### src/hdl/e2q_pkg.sv
// euler to quaternion: shared types, constants and the cordic arctangent table
// no dependencies; every other file imports this package
package e2q_pkg;

  localparam int ANGLE_BITS_DEF  = 16;
  localparam int TRIG_ITER_DEF   = 14;
  localparam int ATAN_ENTRIES    = 30;
  localparam int CORDIC_START    = 652032874;
  localparam int QUAT_ONE        = 16384;

  localparam int FIELD_W = 16;
  localparam int TURN_W  = 32;
  localparam int XY_W    = 34;
  localparam int Z_W     = 33;
  localparam int SC_W    = 18;
  localparam int PAIR_W  = 2 * SC_W;
  localparam int TRIP_W  = 3 * SC_W;
  localparam int SUM_W   = TRIP_W + 1;
  localparam int RND_W   = SUM_W + 1 - 31;
  localparam int QDEPTH  = 4;

  typedef struct packed {
    logic signed [FIELD_W-1:0] yaw_angle;
    logic signed [FIELD_W-1:0] pitch_angle;
    logic signed [FIELD_W-1:0] roll_angle;
  } e2q_in_t;

  typedef struct packed {
    logic signed [FIELD_W-1:0] quat_x;
    logic signed [FIELD_W-1:0] quat_y;
    logic signed [FIELD_W-1:0] quat_z;
    logic signed [FIELD_W-1:0] quat_w;
  } e2q_out_t;

  // half angles, 2^32 units per turn
  typedef struct packed {
    logic signed [TURN_W-1:0] yaw_half;
    logic signed [TURN_W-1:0] pitch_half;
    logic signed [TURN_W-1:0] roll_half;
  } e2q_half_t;

  // atan(2^-i) in 2^32 units per turn
  function automatic logic [TURN_W-1:0] atan_turn(input int i);
    logic [TURN_W-1:0] v;
    case (i)
      0:       v = 32'h20000000;
      1:       v = 32'h12E4051E;
      2:       v = 32'h09FB385B;
      3:       v = 32'h051111D4;
      4:       v = 32'h028B0D43;
      5:       v = 32'h0145D7E1;
      6:       v = 32'h00A2F61E;
      7:       v = 32'h00517C55;
      8:       v = 32'h0028BE53;
      9:       v = 32'h00145F2F;
      10:      v = 32'h000A2F98;
      11:      v = 32'h000517CC;
      12:      v = 32'h00028BE6;
      13:      v = 32'h000145F3;
      14:      v = 32'h0000A2FA;
      15:      v = 32'h0000517D;
      16:      v = 32'h000028BE;
      17:      v = 32'h0000145F;
      18:      v = 32'h00000A30;
      19:      v = 32'h00000518;
      20:      v = 32'h0000028C;
      21:      v = 32'h00000146;
      22:      v = 32'h000000A3;
      23:      v = 32'h00000051;
      24:      v = 32'h00000029;
      25:      v = 32'h00000014;
      26:      v = 32'h0000000A;
      27:      v = 32'h00000005;
      28:      v = 32'h00000003;
      29:      v = 32'h00000001;
      default: v = '0;
    endcase
    return v;
  endfunction

endpackage

### src/hdl/e2q_queue.sv
// short fifo between the front stage and the trig/product pipeline
// depends on e2q_pkg
module e2q_queue (
  input  logic               clk,
  input  logic               rst_n,
  input  logic               push_valid,
  output logic               push_ready,
  input  e2q_pkg::e2q_half_t push_data,
  output logic               pop_valid,
  input  logic               pop_ready,
  output e2q_pkg::e2q_half_t pop_data
);
  import e2q_pkg::*;

  localparam int PTR_W = $clog2(QDEPTH);
  localparam int CNT_W = $clog2(QDEPTH + 1);

  e2q_half_t        entry_r [QDEPTH];
  logic [PTR_W-1:0] wr_ptr_r;
  logic [PTR_W-1:0] rd_ptr_r;
  logic [CNT_W-1:0] count_r;
  logic             do_push;
  logic             do_pop;

  assign push_ready = (count_r != CNT_W'(QDEPTH));
  assign pop_valid  = (count_r != '0);
  assign pop_data   = entry_r[rd_ptr_r];
  assign do_push    = push_valid && push_ready;
  assign do_pop     = pop_valid && pop_ready;

  always_ff @(posedge clk) begin
    if (!rst_n) begin
      wr_ptr_r <= '0;
      rd_ptr_r <= '0;
      count_r  <= '0;
    end else begin
      if (do_push) begin
        wr_ptr_r <= wr_ptr_r + 1'b1;
      end
      if (do_pop) begin
        rd_ptr_r <= rd_ptr_r + 1'b1;
      end
      if (do_push && !do_pop) begin
        count_r <= count_r + 1'b1;
      end else if (do_pop && !do_push) begin
        count_r <= count_r - 1'b1;
      end
    end
  end

  always_ff @(posedge clk) begin
    if (do_push) begin
      entry_r[wr_ptr_r] <= push_data;
    end
  end

endmodule

### config.mk
export PLATFORM = sky130hd
export DESIGN_NAME = e2q_queue
export DESIGN_NICKNAME = d
export VERILOG_FILES = /design/src/hdl/e2q_pkg.sv /design/src/hdl/e2q_queue.sv
export SDC_FILE = /design/constraint.sdc
export NUM_CORES = 1
export LEC_CHECK = 0
export BUFFER_PORTS_ARGS = -buffer_cell sky130_fd_sc_hd__buf_2
export CAP_MARGIN = 20
export CORE_MARGIN = 2
export CORE_UTILIZATION = 50
export CTS_CLUSTER_DIAMETER = 80
export DETAILED_ROUTE_END_ITERATION = 10
export PLACE_DENSITY_LB_ADDON = 0.25
export SLEW_MARGIN = 20
export SYNTH_ARGS = -nofsm -noshare
export SYNTH_HDL_FRONTEND = slang
export SYNTH_SLANG_ARGS = --single-unit
### constraint.sdc
create_clock -name clk -period 6.37 [get_ports clk]
set_clock_uncertainty 0.15 [all_clocks]
set_input_delay 0 -clock clk [delete_from_list [all_inputs] [get_ports clk]]
set_output_delay 0 -clock clk [all_outputs]
set_load 0.005 [all_outputs]
==> results_dict.tcl <==
set metrics [dict create \
    fillers 1896 \
    p_seq_share_pct 48.2 \
    fin_crit_ns 2.96 \
    leakagePower_uw 0.00605 \
    clk_pin_slew_worst_paths_ns 0.06 \
    ys_seq_area_share_pct 81.8 \
    ctsHoldBuffers 100 \
    nets 978 \
    hold_class "input port to flip-flop" \
    ys_ff_latch 393 \
    stdcell_area_um2 17900 \
    grt_usage_pct 18.5 \
    finalMaxSlewViolations 0 \
    numCtsBuffers 39 \
    fin_crit_sh_pct 46.4 \
    grt_start_max_net_pins 63 \
    path_buf_inv 1 \
    syn_area_um2 14300 \
    die_y_um 173 \
    r2r_setup_slack_ns 3.41 \
    p_sw_share_pct 24.6 \
    yosysTopAreaCell "edfxtp_1" \
    rsz0062_at_grt "no" \
    dpl.hpwl_um 16300 \
    grt_overflow 0 \
    cts_root_buf "clkbuf_16" \
    p_clk_share_pct 30.8 \
    worstPathCellList "nor2_1 -> a21boi_2 -> and2_4 -> buf_4" \
    place_congestion 0.757 \
    reg2reg_depth 4 \
    clockBufferDepth 3 \
    core_um2 28000 \
    final_common_cell "edfxtp_1" \
    grt_pass1_wl_um 42200 \
    end_kind "flip-flop" \
    yosysWarnings 0 \
    area_growth_pct 24.9 \
    ctsResizeCount 0 \
    portBuffers 197 \
    avgSynthCellArea_um2 26.0 \
    internal_power_uw 5110 \
    cp.required_ns 6.36 \
    place_area_um2 15700 \
    path_delay_family "simple AND/OR/NAND/NOR gates" \
    vias 6825 \
    path_class "flip-flop to flip-flop" \
    clkLatencyLatePin_ns 0.51 \
    totalWireLength_um 27200 \
    cts.sinks 393 \
    setup_tns_ns 0 \
    fp.dieW_um 173 \
    syn-num-nets 656 \
    pin_count 198 \
    start_util_pct 51.1 \
    fmax_ghz 0.338 \
    maxCapViolations 0 \
    worst-slew-pin-transition_ns 0.923 \
    syn_inst 550 \
    row_count 61 \
    switchingPower_uw 1670 \
    pwr-share-comb_pct 21.0 \
    holdPathStages 2 \
    r2r_end "entry_r[0][88]" \
    drive_above_1_share_pct 40.0 \
    final_util_pct 63.8 \
    start_kind "flip-flop" \
    outcome "finished clean" \
    synth.area.top_cells "edfxtp_1, mux4_2, dfxtp_1" \
    regArea_um2 11700 \
    holdWs_ns 0.0818 \
    cpMaxStageDelayCell "and2_4" \
    drt-pass1-iter-count 4 \
    synth.distinct_cells 23 \
    max_slew_margin_pct 38.5 \
    htree_levels 2 \
    wl_per_cell_um 21.2 \
    first_iter_violations 587 \
    yosys.area.top_type_share_pct 80.5 \
    multi_input_area_um2 2450 \
    critPathMaxStageDelay_ns 0.75 \
    hold_viol_final 0 \
    cts_setup_buffers 0 \
    finalSetupViolCount 0 \
    grt_pass1_vias 7269 \
    worstPathMaxFanout 52 \
    r2r-start "count_r[0]" \
    dp_cells 1109 \
    viasPerCell 5.32 \
    most-common-layout-cells "edfxtp_1, buf_2, dlygate4sd3_1, mux4_2, clkbuf_16" \
    ant_nets 0 \
    cts_tree "built" \
    arrival_ns 2.94 \
    hold_path_end "entry_r[1][27]" \
    dieArea_um2 30000 \
    hold_start "push_data[27]" \
    antenna_found_initial 2 \
    post-route-drc-count 0 \
    ir_drop_mv 0.227 \
    fin_cells 1282 \
    power_density_nw_per_um2 379 \
]
-- area by class of cell --
| cell class | count | share of cell area, % |
|---|---|---|
| antenna | 3 | 0.0420 |
| clock buffer | 49 | 5.91 |
| clock inverter | 21 | 0.693 |
| inverter | 3 | 0.0630 |
| multi-input combinational | 131 | 13.7 |
| sequential | 393 | 65.5 |
| tap | 378 | 2.65 |
| timing repair buffer | 304 | 11.4 |
-- registers in the layout (all words and copies together), names as in the netlist, named ones only --
| name | cells |
|---|---|
| wr_ptr_r | 2 |
| count_r | 3 |
| entry_r | 384 |
| rd_ptr_r | 2 |
-- cell families (layout without fill, tap and decap cells) --
group	after synthesis	in the layout	share of synthesized area (%)
adder cells (fa/ha/maj)	6	6	0.577
other	0	3	0
AO/OA/AOI/OAI	5	5	0.280
buffers and inverters	26	377	1.15
AND/OR/NAND/NOR	17	17	0.638
multiplexers	99	99	15.3
XOR/XNOR	4	4	0.245
flip-flops	393	393	81.8
-- worst max-delay path by stage --
| stage | from | cells past startpoint | end | slack, ns |
|---|---|---|---|---|
| floorplan | count_r[0] | 3 | entry_r[0][0] | 2.71 |
| global placement | count_r[0] | 4 | entry_r[0][19] | 3.51 |
| detailed placement | count_r[0] | 4 | entry_r[0][88] | 3.37 |
| CTS | flip-flop | 3 | pop_data[10] | 3.32 |
| global route | count_r[0] | 4 | entry_r[0][88] | 3.17 |
| finish | count_r[0] | 4 | entry_r[0][88] | 3.41 |
-- cells in the mapped netlist --
library cell,count
o21ai_0,1
edfxtp_1,384
nand2_1,5
and2_1,8
xor2_1,1
clkbuf_1,6
o311ai_0,1
fa_1,1
ha_1,5
buf_12,1
nor2_1,1
buf_2,11
a21boi_2,1
o31ai_1,1
dfxtp_1,9
a21boi_0,1
nor2b_1,1
mux2i_1,3
inv_1,3
mux4_2,96
buf_6,5
or3_1,2
xnor2_1,3
-- power groups by stage --
stage / clock [µW] / combinational (µW) / sequential [µW]
final: 2090 / 1430 / 3270
after global routing: 2240 / 1550 / 3300
after detailed placement: 0 / 1410 / 3330
after floorplan: 0 / 932 / 3260
after global placement: 0 / 1390 / 3310
after CTS: 2140 / 1470 / 3280
-- routing by layer --
metal / global-route usage [%] / up-vias / part of all wire, %
li1: - / 3016 / -
met1: 25.1 / 3535 / 42
met2: 30.3 / 231 / 49
met3: 4.67 / 43 / 7.0
met4: 4.98 / 0 / 1.6
met5: 0 / - / 0
-- through the flow --
| step | power (µW) | worst slack (ns) |
|---|---|---|
| final | 6780 | 3.41 |
| after global routing | 7090 | 3.17 |
| after CTS | 6880 | 3.32 |
| after detailed placement | 4740 | 3.37 |
| after global placement | 4700 | 3.51 |
| after floorplan | 4190 | 2.71 |
Power figures use the tool's default switching activity.
