**src/hdl/e2q_pkg.sv**
```systemverilog
// euler to quaternion: shared types, constants and the cordic arctangent table
// no dependencies; every other file imports this package
package e2q_pkg;

  localparam int ANGLE_BITS_DEF  = 16;
  localparam int TRIG_ITER_DEF   = 14;
  localparam int ATAN_ENTRIES    = 30;
  localparam int CORDIC_START    = 652032874;
  localparam int QUAT_ONE        = 16384;

  localparam int FIELD_W = 16;
  localparam int TURN_W  = 32;
  localparam int XY_W    = 34;
  localparam int Z_W     = 33;
  localparam int SC_W    = 18;
  localparam int PAIR_W  = 2 * SC_W;
  localparam int TRIP_W  = 3 * SC_W;
  localparam int SUM_W   = TRIP_W + 1;
  localparam int RND_W   = SUM_W + 1 - 31;
  localparam int QDEPTH  = 4;

  typedef struct packed {
    logic signed [FIELD_W-1:0] yaw_angle;
    logic signed [FIELD_W-1:0] pitch_angle;
    logic signed [FIELD_W-1:0] roll_angle;
  } e2q_in_t;

  typedef struct packed {
    logic signed [FIELD_W-1:0] quat_x;
    logic signed [FIELD_W-1:0] quat_y;
    logic signed [FIELD_W-1:0] quat_z;
    logic signed [FIELD_W-1:0] quat_w;
  } e2q_out_t;

  // half angles, 2^32 units per turn
  typedef struct packed {
    logic signed [TURN_W-1:0] yaw_half;
    logic signed [TURN_W-1:0] pitch_half;
    logic signed [TURN_W-1:0] roll_half;
  } e2q_half_t;

  // atan(2^-i) in 2^32 units per turn
  function automatic logic [TURN_W-1:0] atan_turn(input int i);
    logic [TURN_W-1:0] v;
    case (i)
      0:       v = 32'h20000000;
      1:       v = 32'h12E4051E;
      2:       v = 32'h09FB385B;
      3:       v = 32'h051111D4;
      4:       v = 32'h028B0D43;
      5:       v = 32'h0145D7E1;
      6:       v = 32'h00A2F61E;
      7:       v = 32'h00517C55;
      8:       v = 32'h0028BE53;
      9:       v = 32'h00145F2F;
      10:      v = 32'h000A2F98;
      11:      v = 32'h000517CC;
      12:      v = 32'h00028BE6;
      13:      v = 32'h000145F3;
      14:      v = 32'h0000A2FA;
      15:      v = 32'h0000517D;
      16:      v = 32'h000028BE;
      17:      v = 32'h0000145F;
      18:      v = 32'h00000A30;
      19:      v = 32'h00000518;
      20:      v = 32'h0000028C;
      21:      v = 32'h00000146;
      22:      v = 32'h000000A3;
      23:      v = 32'h00000051;
      24:      v = 32'h00000029;
      25:      v = 32'h00000014;
      26:      v = 32'h0000000A;
      27:      v = 32'h00000005;
      28:      v = 32'h00000003;
      29:      v = 32'h00000001;
      default: v = '0;
    endcase
    return v;
  endfunction

endpackage

```
**src/hdl/e2q_front.sv**
```systemverilog
// input stage: accepts angle triples and registers the half angles
// depends on e2q_pkg
module e2q_front #(
  parameter int ANGLE_BITS = e2q_pkg::ANGLE_BITS_DEF
) (
  input  logic               clk,
  input  logic               rst_n,
  input  logic               in_valid,
  output logic               in_ready,
  input  e2q_pkg::e2q_in_t   in_data,
  output logic               push_valid,
  input  logic               push_ready,
  output e2q_pkg::e2q_half_t push_data
);
  import e2q_pkg::*;

  localparam int SHIFT = TURN_W - ANGLE_BITS;

  logic      valid_r;
  e2q_half_t half_r;

  // low ANGLE_BITS of the field go to the top of a 32-bit turn, then halve
  function automatic logic signed [TURN_W-1:0] half_of(input logic [FIELD_W-1:0] a);
    logic [TURN_W-1:0] ext;
    logic [TURN_W-1:0] p;
    ext = {{(TURN_W-FIELD_W){1'b0}}, a};
    p   = ext << SHIFT;
    return $signed(p) >>> 1;
  endfunction

  assign in_ready   = !valid_r || push_ready;
  assign push_valid = valid_r;
  assign push_data  = half_r;

  always_ff @(posedge clk) begin
    if (!rst_n) begin
      valid_r <= 1'b0;
    end else if (in_valid && in_ready) begin
      valid_r <= 1'b1;
    end else if (push_ready) begin
      valid_r <= 1'b0;
    end
  end

  always_ff @(posedge clk) begin
    if (in_valid && in_ready) begin
      half_r.yaw_half   <= half_of(in_data.yaw_angle);
      half_r.pitch_half <= half_of(in_data.pitch_angle);
      half_r.roll_half  <= half_of(in_data.roll_angle);
    end
  end

endmodule

```
**config.mk**
```make
export PLATFORM = sky130hd
export DESIGN_NAME = e2q_front
export DESIGN_NICKNAME = d
export VERILOG_FILES = /design/src/hdl/e2q_pkg.sv /design/src/hdl/e2q_front.sv
export SDC_FILE = /design/constraint.sdc
export NUM_CORES = 1
export LEC_CHECK = 0
export BUFFER_PORTS_ARGS = -buffer_cell sky130_fd_sc_hd__buf_4
export CORE_UTILIZATION = 39
export CTS_CLUSTER_SIZE = 16
export DETAILED_ROUTE_END_ITERATION = 10
export GPL_TIMING_DRIVEN = 1
export PLACE_DENSITY = 0.81
export SLEW_MARGIN = 15
export SYNTH_ARGS = -nofsm -noshare
export SYNTH_HDL_FRONTEND = slang
export SYNTH_SLANG_ARGS = --single-unit
```
**constraint.sdc**
```tcl
create_clock -name clk -period 2.2 [get_ports clk]
set_input_delay 0.44 -clock clk [delete_from_list [all_inputs] [get_ports clk]]
set_output_delay 0.44 -clock clk [all_outputs]
set_load 0.01 [all_outputs]
```
==> results of run 1 <==
cells by family (layout without fill, tap and decap cells):
logic type	after synthesis	count (layout)	share of synthesized area, %
AOI/OAI and AO/OA	1	1	0.6044
buffers and inverters	49	113	19.54
DFF	49	49	78.44
other	1	45	0.2013
and+or+nand+nor	2	2	1.209
flip-flops by register name, summed over array words and instances, names as in the netlist:
signal      cells
push_valid      1
push_data      48
per-stage QoR:
| stage | hold slack (ps) | std cells |
|---|---|---|
| final | 322.9 | 262 |
| after global routing | 306.9 | 262 |
| after CTS | 314.4 | 262 |
| after detailed placement | 500.4 | 254 |
| after global placement | 488.3 | 254 |
| after floorplan | 538.9 | 146 |
where the power goes:
part	total, mW	switching (mW)	internal [mW]
registers	1.10	0.0154	1.09
clock network	0.486	0.272	0.214
logic	0.244	0.120	0.124
total	1.83	0.407	1.43
synthesized netlist by cell type (all sizes together):
| cell type | instances | share of area (%) |
|---|---|---|
| buf | 48 | 19 |
| edfxtp | 48 | 77 |
| a21boi | 1 | 0.60 |
| and2 | 1 | 0.47 |
| conb | 1 | 0.20 |
| dfxtp | 1 | 1.1 |
| inv | 1 | 0.20 |
| nand2b | 1 | 0.74 |
final cells by class:
class / instances / share of cell area [%]
multi-input combinational: 48 / 7.811
timing repair buffer: 104 / 30.09
sequential: 49 / 56.32
tap: 52 / 2.507
clock buffer: 5 / 2.652
inverter: 1 / 0.1446
clock inverter: 3 / 0.4822
worst max-delay path by stage:
stage	start	endpoint	slack (ps)
2_1_floorplan	push_ready	push_data[15]$_DFFE_PP_	820
3_3_place_gp	push_ready	push_data[25]$_DFFE_PP_	640
3_5_place_dp	push_ready	push_data[51]$_DFFE_PP_	630
4_1_cts	push_valid$_SDFFE_PN0P_	push_data[47]$_DFFE_PP_	860
5_1_grt	push_valid$_SDFFE_PN0P_	push_data[24]$_DFFE_PP_	810
6_report	push_valid$_SDFFE_PN0P_	push_data[52]$_DFFE_PP_	870
cell usage in the layout (no fill, tap or decap):
| master | n |
|---|---|
| sky130_fd_sc_hd__a21boi_2 | 1 |
| sky130_fd_sc_hd__and2_4 | 1 |
| sky130_fd_sc_hd__buf_4 | 104 |
| sky130_fd_sc_hd__clkbuf_8 | 5 |
| sky130_fd_sc_hd__clkinv_1 | 2 |
| sky130_fd_sc_hd__clkinv_2 | 1 |
| sky130_fd_sc_hd__conb_1 | 45 |
| sky130_fd_sc_hd__dfxtp_1 | 1 |
| sky130_fd_sc_hd__edfxtp_1 | 48 |
| sky130_fd_sc_hd__inv_1 | 1 |
| sky130_fd_sc_hd__nand2b_4 | 1 |
per-layer routing:
layer | part of all wire [%] | vias to the layer above
met5 | 0 | -
met4 | 2.1 | 0
met3 | 9.4 | 6
met2 | 58 | 67
met1 | 31 | 480
li1 | - | 475
critical path, delay by kind of cell (launching register included):
kind,cells,cell delay [ps]
AND/OR/NAND/NOR,2,620
flip-flops,1,340
==> impl_metrics.xml, run 1 <==
<?xml version="1.0" encoding="UTF-8"?>
<metrics>
  <group name="outcome">
    <metric name="outcome" unit="">finished, violations left</metric>
    <metric name="violated_checks" unit="">design-rule violations</metric>
  </group>
  <group name="place">
    <metric name="place_worst_setup_slack" unit="ps">627.4</metric>
    <metric name="port_buffers" unit="">104</metric>
    <metric name="dp.final_hpwl" unit="um">2601</metric>
    <metric name="globalplace.congestion" unit="">0.6969</metric>
    <metric name="dpl_cell_area" unit="mm^2">0.002514</metric>
  </group>
  <group name="global_route">
    <metric name="groute.layer.met2.usage" unit="%">23.82</metric>
    <metric name="via_count_of_the_first_global_routing_pass" unit="">963</metric>
    <metric name="number_of_antenna_violations_at_the_first_check_in_global_routing" unit="">0</metric>
    <metric name="global_route_layer_with_the_greatest_usage" unit="">met2</metric>
    <metric name="use_met3" unit="%">4.274</metric>
    <metric name="groute.usage.overall" unit="%">12.45</metric>
    <metric name="grt_max_degree" unit="">49</metric>
    <metric name="grt_pass1_wl" unit="um">4491</metric>
    <metric name="globalRouteOverflowTotal" unit="">0</metric>
    <metric name="grt.met1_usage" unit="%">11.05</metric>
  </group>
  <group name="routing">
    <metric name="routed-via-count" unit="">1028</metric>
    <metric name="drt-pass1-iter-count" unit="">7</metric>
    <metric name="post_drt_via_cell_ratio" unit="">3.924</metric>
    <metric name="route.final.wire_length" unit="um">3361</metric>
    <metric name="remaining_drc_errors" unit="">16</metric>
    <metric name="route.antenna.remaining_nets" unit="">0</metric>
    <metric name="initialDrtViolationCount" unit="">60</metric>
    <metric name="avgRoutedWirePerCell" unit="um">12.83</metric>
  </group>
  <group name="clock_network">
    <metric name="clock_transition_at_path_regs" unit="ps">80</metric>
    <metric name="clk_latency" unit="ps">290</metric>
    <metric name="cts_inserted_buffers" unit="">5</metric>
    <metric name="cts-root-to-sink-buffers" unit="">2</metric>
    <metric name="cts_resized" unit="">0</metric>
    <metric name="h-tree-depth" unit="">2</metric>
    <metric name="tritoncts_sink_count" unit="">49</metric>
    <metric name="cts_post_setup_buffers_inserted" unit="">0</metric>
    <metric name="tritoncts_clock_tree" unit="">done</metric>
    <metric name="cts-root-buf" unit="">sky130_fd_sc_hd__clkbuf_8</metric>
    <metric name="postCtsHoldBufs" unit="">0</metric>
  </group>
  <group name="power">
    <metric name="vdd.ir_drop.worst" unit="V">0.0005197</metric>
    <metric name="total_power" unit="mW">1.835</metric>
    <metric name="power-per-cell-area" unit="mW/mm^2">707.0</metric>
    <metric name="power.leakage" unit="nW">1.182</metric>
  </group>
  <group name="logic_synthesis">
    <metric name="synth-seq-area-share" unit="%">78.44</metric>
    <metric name="postSynthAreaPerCell" unit="um^2">18.27</metric>
    <metric name="synthDistinctLibCells" unit="">8</metric>
    <metric name="synthesis.yosys.warnings" unit="">0</metric>
    <metric name="synth.cell_area" unit="mm^2">0.001863</metric>
    <metric name="ys_seq_elements" unit="">49</metric>
    <metric name="synthCells" unit="">102</metric>
  </group>
  <group name="worst_setup_path">
    <metric name="worstPathCellList" unit="">nand2b_4 -&gt; and2_4</metric>
    <metric name="endpoint_kind" unit="">flop</metric>
    <metric name="r2r-start" unit="">push_valid$_SDFFE_PN0P_</metric>
    <metric name="arrival" unit="ps">1260</metric>
    <metric name="cp_data_required_time" unit="ps">2130</metric>
    <metric name="crit_path_max_delay_cell_type" unit="">sky130_fd_sc_hd__and2_4</metric>
    <metric name="cp_max_fo" unit="">48</metric>
    <metric name="timing_worst_setup_path_type" unit="">flop to flop</metric>
    <metric name="regToRegSetupSlack" unit="ps">870</metric>
    <metric name="cp-start-kind" unit="">flop</metric>
    <metric name="rr_endpoint" unit="">push_data[52]$_DFFE_PP_</metric>
    <metric name="critical_path.max_stage_delay" unit="ps">540</metric>
    <metric name="r2r.worst_path.cells" unit="">2</metric>
  </group>
  <group name="final_layout">
    <metric name="final_cell_area" unit="mm^2">0.002595</metric>
    <metric name="filler_cell_count" unit="">365</metric>
    <metric name="post_synthesis_to_final_layout_area_growth" unit="%">39.29</metric>
    <metric name="multi_input_comb_area" unit="um^2">202.7</metric>
    <metric name="final_net_count" unit="">261</metric>
    <metric name="drive_above_1_share" unit="%">53.81</metric>
    <metric name="ff_latch_area" unit="mm^2">0.001461</metric>
    <metric name="antenna_fix_cells" unit="">0</metric>
    <metric name="final_core_util" unit="%">58.00</metric>
  </group>
  <group name="floorplan">
    <metric name="boundaryPins" unit="">150</metric>
    <metric name="dieWidth" unit="um">71.12</metric>
    <metric name="fp.dieH" unit="um">71.12</metric>
    <metric name="core" unit="mm^2">0.004474</metric>
    <metric name="initial_utilization" unit="%">41.64</metric>
    <metric name="floorplan.die_area" unit="mm^2">0.005057</metric>
    <metric name="rows" unit="">24</metric>
  </group>
  <group name="run">
    <metric name="max_cap_viol_count" unit="">0</metric>
  </group>
  <group name="worst_hold_path">
    <metric name="min_path_type" unit="">input pin to flop</metric>
    <metric name="worstHoldStart" unit="">in_data[34]</metric>
    <metric name="hold_path_depth" unit="">1</metric>
    <metric name="hold-path-endpoint" unit="">push_data[81]$_DFFE_PP_</metric>
  </group>
  <group name="sta">
    <metric name="relSlewSlack" unit="%">60.24</metric>
    <metric name="setup_repair_after_global_routing_missed_its_margin" unit="">no</metric>
    <metric name="slew_viol_final" unit="">0</metric>
    <metric name="period_share" unit="%">60.35</metric>
    <metric name="worst_pin_slew" unit="ps">596.4</metric>
    <metric name="layout_min_cycle_time" unit="ps">1328</metric>
    <metric name="max_freq" unit="MHz">753.2</metric>
    <metric name="post-route-worst-setup-slack" unit="ps">872.3</metric>
    <metric name="clock_skew" unit="ps">3.896</metric>
    <metric name="finalSetupViolations" unit="">0</metric>
    <metric name="hold_viol_final" unit="">0</metric>
    <metric name="fin_tns_setup" unit="ps">0</metric>
  </group>
</metrics>
Note: power is estimated with default switching activity, not from simulation.
==> run 2: changes to the inputs <==
clock period = 1.4 ns   (was 2.2 ns; I/O delays follow)
==> impl_metrics.xml, run 2 (synthesis gave the netlist of run 1 again) <==
<?xml version="1.0" encoding="UTF-8"?>
<metrics>
  <group name="routing">
    <metric name="routed-via-count" unit="">1032</metric>
    <metric name="initialDrtViolationCount" unit="">41</metric>
    <metric name="drt-pass1-iter-count" unit="">7</metric>
    <metric name="avgRoutedWirePerCell" unit="um">13.59</metric>
    <metric name="route.antenna.remaining_nets" unit="">0</metric>
    <metric name="post_drt_via_cell_ratio" unit="">3.909</metric>
    <metric name="remaining_drc_errors" unit="">8</metric>
    <metric name="route.final.wire_length" unit="um">3589</metric>
  </group>
  <group name="global_route">
    <metric name="grt_pass1_wl" unit="um">5126</metric>
    <metric name="via_count_of_the_first_global_routing_pass" unit="">1023</metric>
    <metric name="number_of_antenna_violations_at_the_first_check_in_global_routing" unit="">0</metric>
    <metric name="grt_max_degree" unit="">22</metric>
    <metric name="groute.usage.overall" unit="%">14.67</metric>
    <metric name="globalRouteOverflowTotal" unit="">0</metric>
  </group>
  <group name="worst_setup_path">
    <metric name="arrival" unit="ps">880</metric>
    <metric name="cp_data_required_time" unit="ps">1120</metric>
    <metric name="timing_worst_setup_path_type" unit="">flop to primary output</metric>
    <metric name="cp_max_fo" unit="">3</metric>
    <metric name="endpoint_kind" unit="">primary output</metric>
    <metric name="cp-start-kind" unit="">flop</metric>
    <metric name="r2r.worst_path.cells" unit="">3</metric>
  </group>
  <group name="floorplan">
    <metric name="rows" unit="">24</metric>
    <metric name="floorplan.die_area" unit="mm^2">0.005057</metric>
    <metric name="boundaryPins" unit="">150</metric>
    <metric name="fp.dieH" unit="um">71.12</metric>
    <metric name="core" unit="mm^2">0.004474</metric>
    <metric name="initial_utilization" unit="%">41.64</metric>
    <metric name="dieWidth" unit="um">71.12</metric>
  </group>
  <group name="place">
    <metric name="place_worst_setup_slack" unit="ps">176.3</metric>
    <metric name="globalplace.congestion" unit="">0.7215</metric>
    <metric name="dp.final_hpwl" unit="um">2873</metric>
    <metric name="port_buffers" unit="">104</metric>
  </group>
  <group name="final_layout">
    <metric name="final_core_util" unit="%">58.86</metric>
    <metric name="post_synthesis_to_final_layout_area_growth" unit="%">41.37</metric>
    <metric name="antenna_fix_cells" unit="">0</metric>
    <metric name="largest_register_ffs" unit="">48</metric>
    <metric name="final_net_count" unit="">263</metric>
    <metric name="leading_cell_type_in_the_layout_fill_and_taps_excluded" unit="">sky130_fd_sc_hd__buf_4</metric>
    <metric name="drive_above_1_share" unit="%">53.77</metric>
    <metric name="commonest_cells_after_routing_fill_and_taps_aside" unit="">sky130_fd_sc_hd__buf_4 (104), sky130_fd_sc_hd__edfxtp_1 (48), sky130_fd_sc_hd__conb_1 (45), sky130_fd_sc_hd__clkbuf_8 (5), sky130_fd_sc_hd__clkbuf_1 (3)</metric>
    <metric name="filler_cell_count" unit="">360</metric>
  </group>
  <group name="clock_network">
    <metric name="tritoncts_clock_tree" unit="">done</metric>
    <metric name="cts_resized" unit="">0</metric>
    <metric name="cts_post_setup_buffers_inserted" unit="">0</metric>
    <metric name="cts-root-to-sink-buffers" unit="">2</metric>
    <metric name="postCtsHoldBufs" unit="">0</metric>
    <metric name="cts-root-buf" unit="">sky130_fd_sc_hd__clkbuf_8</metric>
    <metric name="tritoncts_sink_count" unit="">49</metric>
    <metric name="h-tree-depth" unit="">2</metric>
    <metric name="clock_transition_at_path_regs" unit="ps">80</metric>
    <metric name="cts_inserted_buffers" unit="">5</metric>
    <metric name="clk_latency" unit="ps">290</metric>
  </group>
  <group name="sta">
    <metric name="hold_viol_final" unit="">0</metric>
    <metric name="slew_viol_final" unit="">0</metric>
    <metric name="finalSetupViolations" unit="">0</metric>
    <metric name="layout_min_cycle_time" unit="ps">1155</metric>
    <metric name="fin_tns_setup" unit="ps">0</metric>
    <metric name="clock_skew" unit="ps">2.234</metric>
    <metric name="setup_repair_after_global_routing_missed_its_margin" unit="">no</metric>
    <metric name="period_share" unit="%">82.50</metric>
    <metric name="max_freq" unit="MHz">865.8</metric>
    <metric name="post-route-worst-setup-slack" unit="ps">245.0</metric>
  </group>
  <group name="outcome">
    <metric name="outcome" unit="">finished, violations left</metric>
    <metric name="violated_checks" unit="">design-rule violations</metric>
  </group>
  <group name="power">
    <metric name="vdd.ir_drop.worst" unit="V">0.001018</metric>
    <metric name="power.leakage" unit="nW">1.197</metric>
    <metric name="power-per-cell-area" unit="mW/mm^2">1102</metric>
  </group>
  <group name="worst_hold_path">
    <metric name="min_path_type" unit="">input pin to flop</metric>
    <metric name="hold_path_depth" unit="">1</metric>
  </group>
  <group name="run">
    <metric name="max_cap_viol_count" unit="">0</metric>
  </group>
</metrics>
[run 2: cell types whose count changed in the layout (fill, tap and decap cells not counted), sizes merged]
cell and delta:
buf +2, clkinv -3, clkbuf +3
[run 2: worst max-delay path: stages, from the launching register on]
cell and delay (ps):
sky130_fd_sc_hd__dfxtp_1 380, sky130_fd_sc_hd__nand2b_4 70, sky130_fd_sc_hd__buf_4 140
[run 2: per-layer routing]
layer	part of all wire, %	vias up	wire length [um]	global-route usage (%)
li1	-	478	-	-
met4	3.6	0	129	9.778
met3	8.4	11	303	4.986
met1	29	470	1052	12.74
met2	59	73	2104	27.99
met5	0	-	0	0
[run 2: final timing paths]
check / start / to / slack, ps
hold reg to reg: push_valid$_SDFFE_PN0P_ / push_valid$_SDFFE_PN0P_ / 510
setup / recovery: push_valid$_SDFFE_PN0P_ / in_ready / 240
setup reg to reg: push_valid$_SDFFE_PN0P_ / push_data[81]$_DFFE_PP_ / 260
hold / removal: in_data[0] / push_data[15]$_DFFE_PP_ / 160
[run 2: power by group]
group | total, mW | switching (mW) | internal (mW)
Sequential | 1.74 | 0.0255 | 1.71
Combinational | 0.402 | 0.193 | 0.210
Clock | 0.763 | 0.408 | 0.355
Total | 2.90 | 0.626 | 2.28
[run 2: metrics by stage]
| stage | instances | instance area [um^2] | hold slack, ps | power [mW] |
|---|---|---|---|---|
| 2_1_floorplan | 146 | 2028 | 378.9 | 2.003 |
| 3_3_place_gp | 256 | 2554 | 458.3 | 2.163 |
| 3_5_place_dp | 256 | 2554 | 459.4 | 2.175 |
| 4_1_cts | 264 | 2634 | 148.4 | 2.941 |
| 5_1_grt | 264 | 2634 | 141.5 | 3.024 |
| 6_report | 264 | 2634 | 162.2 | 2.901 |
[run 2: final cells by class]
cell class	instances	area (um^2)	share of cell area (%)
Inverter	1	3.754	0.1425
Tap cell	52	65.06	2.470
Multi-Input combinational cell	48	202.7	7.696
Clock buffer	8	80.08	3.040
Timing Repair Buffer	106	820.8	31.16
Sequential cell	49	1461	55.49
